## src/rtl/pas_pkg.sv

```systemverilog
package pas_pkg;

   localparam int MAX_POINTS  = 64;
   localparam int COORD_WIDTH = 24;
   localparam int IDX_W       = $clog2(MAX_POINTS);
   localparam int CNT_W       = $clog2(MAX_POINTS + 1);
   localparam int DIFF_W      = COORD_WIDTH + 1;
   localparam int PROD_W      = 2 * DIFF_W;
   localparam int PT_W        = 2 * COORD_WIDTH;
   localparam int CSR_AW      = 2;

   localparam logic [CSR_AW-1:0] REG_CENTER_X = CSR_AW'(0);
   localparam logic [CSR_AW-1:0] REG_CENTER_Y = CSR_AW'(1);

   typedef enum logic [2:0] {
      ST_IDLE,
      ST_KREAD,
      ST_KLATCH,
      ST_SCAN,
      ST_DRAIN,
      ST_WRITE,
      ST_EMIT,
      ST_FLUSH
   } state_type;

   typedef struct packed {
      logic load;
      logic rd_k;
      logic latch_k;
      logic issue_j;
      logic write_rank;
      logic issue_e;
      logic finish;
   } cmd_type;

   typedef struct packed {
      logic j_last;
      logic k_last;
      logic e_last;
      logic pipe_busy;
   } status_type;

endpackage

```

## src/rtl/pas_ctrl.sv

```systemverilog
module pas_ctrl (
   input  logic                clock,
   input  logic                reset,
   input  logic                accept,
   input  logic                last_in,
   input  pas_pkg::status_type status,
   output pas_pkg::cmd_type    cmd,
   output logic                busy
);

   pas_pkg::state_type state_ff, state_in;

   always_ff @(posedge clock) begin
      if (reset) begin
         state_ff <= pas_pkg::ST_IDLE;
      end else begin
         state_ff <= state_in;
      end
   end

   always_comb begin
      state_in = state_ff;
      case (state_ff)
         pas_pkg::ST_IDLE:   if (accept && last_in) state_in = pas_pkg::ST_KREAD;
         pas_pkg::ST_KREAD:  state_in = pas_pkg::ST_KLATCH;
         pas_pkg::ST_KLATCH: state_in = pas_pkg::ST_SCAN;
         pas_pkg::ST_SCAN:   if (status.j_last) state_in = pas_pkg::ST_DRAIN;
         pas_pkg::ST_DRAIN:  if (!status.pipe_busy) state_in = pas_pkg::ST_WRITE;
         pas_pkg::ST_WRITE: begin
            if (status.k_last) begin
               state_in = pas_pkg::ST_EMIT;
            end else begin
               state_in = pas_pkg::ST_KREAD;
            end
         end
         pas_pkg::ST_EMIT:   if (status.e_last) state_in = pas_pkg::ST_FLUSH;
         pas_pkg::ST_FLUSH:  state_in = pas_pkg::ST_IDLE;
         default:            state_in = pas_pkg::ST_IDLE;
      endcase
   end

   always_comb begin
      cmd  = '0;
      busy = 1'b1;
      case (state_ff)
         pas_pkg::ST_IDLE: begin
            busy     = 1'b0;
            cmd.load = accept;
         end
         pas_pkg::ST_KREAD:  cmd.rd_k = 1'b1;
         pas_pkg::ST_KLATCH: cmd.latch_k = 1'b1;
         pas_pkg::ST_SCAN:   cmd.issue_j = 1'b1;
         pas_pkg::ST_DRAIN:  ;
         pas_pkg::ST_WRITE:  cmd.write_rank = 1'b1;
         pas_pkg::ST_EMIT:   cmd.issue_e = 1'b1;
         pas_pkg::ST_FLUSH:  cmd.finish = 1'b1;
         default:            busy = 1'b1;
      endcase
   end

endmodule

```

## config.mk

```make
export PLATFORM = sky130hd
export DESIGN_NAME = pas_ctrl
export DESIGN_NICKNAME = d
export VERILOG_FILES = /design/src/rtl/pas_pkg.sv /design/src/rtl/pas_ctrl.sv
export SDC_FILE = /design/constraint.sdc
export NUM_CORES = 1
export LEC_CHECK = 0
export ABC_AREA = 1
export BUFFER_PORTS_ARGS = -buffer_cell sky130_fd_sc_hd__buf_2
export CORE_AREA = 5 5 42 44
export DETAILED_ROUTE_END_ITERATION = 12
export DIE_AREA = 0 0 47 49
export SLEW_MARGIN = 20
export SYNTH_ARGS = -nofsm -noshare
export SYNTH_HDL_FRONTEND = slang
export SYNTH_SLANG_ARGS = --single-unit
```

## constraint.sdc

```tcl
create_clock -name clock -period 2.95 [get_ports clock]
set_input_delay 0.7375 -clock clock [delete_from_list [all_inputs] [get_ports clock]]
set_output_delay 0.7375 -clock clock [all_outputs]
set_load 0.02 [all_outputs]
```

## Word-level counts from Yosys, hierarchy flattened

Cells that the tools add are included.

| operators by class | value |
|---|---|
| add/subtract/negate cells | 0 |
| multiply operators | 0 |
| div/mod/pow operators | 0 |
| magnitude comparators | 0 |
| equality and inequality tests | 11 |
| shift-type cells | 0 |
| multiplexer cells | 14 |
| bitwise logic cells | 0 |
| reductions and logical operators | 3 |

Operator list:

| kind | count |
|---|---|
| one-hot mux 3 bit (8 select lines) | 1 |
| 2-to-1 mux 3 bit | 5 |
| equality test 3 bit, second input constant | 4 |
| 2-to-1 mux 1 bit | 8 |
| != test 2 bit, second input constant | 4 |
| equality test 3 x 2 -> 1 bit, second input constant | 2 |
| AND reduction 4 bit | 1 |
| equality test 3 x 1 -> 1 bit, second input constant | 1 |
| zero test 3 bit | 1 |
| logical AND 1 bit | 1 |

| word-level totals | value |
|---|---|
| register bits | 3 |
| bits in latches | 0 |
| memory bits (writable) | 0 |
| ROM bits | 0 |
| input bits | 8 |
| output and inout bits | 8 |
| memories | 0 |

## Logic depth before layout (Yosys ltp)

| depth | value |
|---|---|
| depth after elaboration | 3 |
| mapped depth | 7 |
| gate-level depth less buffers | 7 |

## Worst setup path before layout

No wires, ideal clock.

| timing path | value |
|---|---|
| path kind | input -> output |
| from | input accept |
| to | output cmd[6] (netlist bit) |
| data arrival time | 1.052 ns |
| path slack | 1.161 ns |
| cell stages on the path | 2 |
| buffers on the path | 0 |
| cell sequence | inv_1 -> nor2_1 |

RTL lines:

| what | RTL line | RTL |
|---|---|---|
| from (decl) | pas_ctrl.sv:4 | `input logic accept,` |
| to (decl) | pas_ctrl.sv:7 | `output pas_pkg::cmd_type cmd,` |

==> impl_results.md <==
* Status: complete, no violations
* Worst setup path startpoint: state_ff[2]
* First-pass GRT wire length at 1173 um
* Final Net Count at 73
* Final setup viols at 0
* Post-CTS sizing at 0
* Ports at 16
* Slew Limit Fails at 0
* Die area at 2303 sq um
* CTS tree: yes
* Via count of the first global-routing pass at 315
* Sw Pwr at 182.0 uW
* Number of fill cells at 179
* Clock buffer depth at 2
* Die W at 47 um
* Commonest non-fill, non-tap cell in the layout: buf_2
* Antenna diode count at 0
* PnR Total Power at 360.8 uW
* Post-synthesis cell type count at 16
* Slowest cell on crit path: dfxtp_1
* Kind of critical path: flip-flop to output port
* Cells after Synth at 46
* Sequential share of the synthesized area at 0.2124
* Clock Skews at 2.136 ps
* Antenna violations before repair at 0
* Residual DRC at 0
* Reg with most FFs: state_ff
* FFs w/ async S/R, synth at 0
* IR drop worst, VDD at 238.4 uV
* Setup ws final at 1031 ps
* Arrival time worst endpoint at 1180 ps
* CP top delay family: flip-flops
* Post-DP HPWL at 598.1 um
* CP required at 2210 ps
* Area Growth Syn to Fin at 38.94%
* Final RePlAce weighted congestion at 0.7350
* Commonest non-fill, non-tap cells in the layout: 15 x buf_2, 11 x nor2_1, 8 x nand2_1
* DR pass1 iterations at 4
* Buf/Inv on CP at 2
* Synthesized cell area at 282.8 sq um
* Clock power frac at 0.200
* Pleak at 0.0002273 uW
* CTS sink cnt at 3
* Combinational share of power at 0.561
* All-Layer GR Usage at 0.07243
* Syn nets at 54
* Avg WL per Cell at 8.950 um
* Worst hold start: state_ff[1]
* Top achievable clock speed at 521.2 MHz
* Starting density of the core at 0.2018
* Core region area at 1401 sq um
* Detail Route Antenna Nets at 0
* Pwr Density at 918.3 nW/um^2
* Port Buf Inserts at 15
* Flops & latches, synth at 3
* Fin. Hold Viols at 0
* Unrepaired setup endpoints after global routing: false
* Layout cell share with drive strength beyond 1 at 0.3906
* Flop pwr share at 0.240
* Setup Buffers After CTS at 0
* Drt total wl at 716 um
* Slew @ Worst Pin at 381.2 ps
* Hold_buf cts at 0
* Ys Warns at 0
* Pint at 178.8 uW
* FF-to-FF Start: state_ff[2]
* Max-capacitance violation count at 0
* Vias per cell at 4.100
* Clk slew on worst S/H paths at 40 ps
* Num CTS Buffers at 3
* Primary FF master, synth: dfxtp_1
* Worst path cell trace: inv_4 -> nor2_2 -> buf_2
* Post-synth top area share at 0.2124
* Worst-Skew Late Latency at 230 ps
* Synth area leader: dfxtp_1
* CTS root buf: clkbuf_4
* Final min period at 1919 ps
* Switching Fraction at 0.5044
* Largest cells by area after synthesis: dfxtp_1 21%, nor2_1 15%, nand2_1 11%, inv_1 9.3%, nand3_2 7.1%
* Rel. slew slack at 0.7455
* Worst hold path type: flip-flop to flip-flop
* Max stage delay on crit path at 540 ps
* Max FFs per register at 3
* Via count at 328
* GRT overflow at 0
* Initial DRC Count at 5
* Core Rows at 14
* Syn_area_per_cell at 6.147 sq um
* Critical path peak fanout at 8
* Top flop regs: state_ff: 3 flops
* Critical Path Source Type: flip-flop
* CP endpoint kind: output port
* Number of synthesized flops with an enable pin at 0
* Largest net degree at the start of global routing at 9
* Final period utilization at 0.6504
* Pre-CTS setup slack at 1090 ps
* Setup TNS at 0 ps
* H-tree levels at 1
* Die height at 49 um
## metrics by stage
| stage | hold slack (ps) | util | area (sq um) | instances |
|---|---|---|---|---|
| 6_report | 679.6 | 0.2804 | 392.9 | 80 |
| 2_1_floorplan | 596.1 | - | 282.8 | 46 |
| 4_1_cts | 669.2 | 0.2804 | 392.9 | 80 |
| 3_3_place_gp | 656.9 | 0.2616 | 366.6 | 76 |
| 3_5_place_dp | 668.1 | 0.2616 | 366.6 | 76 |
| 5_1_grt | 692.8 | 0.2804 | 392.9 | 80 |
## worst reg2reg max path, delay by kind of cell (launching register included)
family,cells,cell delay [ps]
buffers and inverters,1,90
DFF,1,540
and+or+nand+nor,5,410
## area by class of cell
| type | instances | area (sq um) | area share |
|---|---|---|---|
| Inverter | 8 | 32.53 | 0.08280 |
| Sequential cell | 3 | 60.06 | 0.1529 |
| Multi-Input combinational cell | 34 | 178.9 | 0.4554 |
| Timing Repair Buffer | 15 | 75.07 | 0.1911 |
| Clock buffer | 4 | 26.28 | 0.06688 |
| Tap cell | 16 | 20.02 | 0.05096 |
## routing by layer
layer  track usage  vias to the layer above  routed length, um
met4       0.08295                        0                  0
met2        0.1131                       13                380
met3       0.01107                        0                 56
li1              -                      179                  -
met1       0.07002                      136                279
met5             0                        -                  0
## power by group through the flow
| stage | Combinational, uW | Sequential (uW) | Clock [uW] |
|---|---|---|---|
| floorplan | 175 | 69.6 | 0 |
| global placement | 203 | 86.8 | 0 |
| detailed placement | 204 | 86.9 | 0 |
| CTS | 205 | 86.0 | 77.1 |
| global route | 227 | 89.8 | 80.2 |
| finish | 202 | 86.6 | 72.0 |
## Yosys cell counts, types with 2 or more instances
library cell,number
nand2_1,8
inv_1,7
nand3b_1,2
nand3_2,2
nand4_1,2
a21oi_1,3
nor2_1,11
dfxtp_1,3
## kinds of logic (layout without fill, tap and decap cells)
group	count (synthesis)	in the layout	synth area share
AND/OR/NAND/NOR	30	30	0.5619
buffers and inverters	9	27	0.1549
AO/OA/AOI/OAI	4	4	0.07076
flip-flops	3	3	0.2124
## final timing paths
check,endpoint,slack (ps),cells after the start
setup / recovery,cmd[2],1030,3
hold / removal,state_ff[0],680,4
setup reg to reg,state_ff[2],1830,6
hold reg to reg,state_ff[0],680,4
Note: power is estimated with default switching activity, not from simulation.
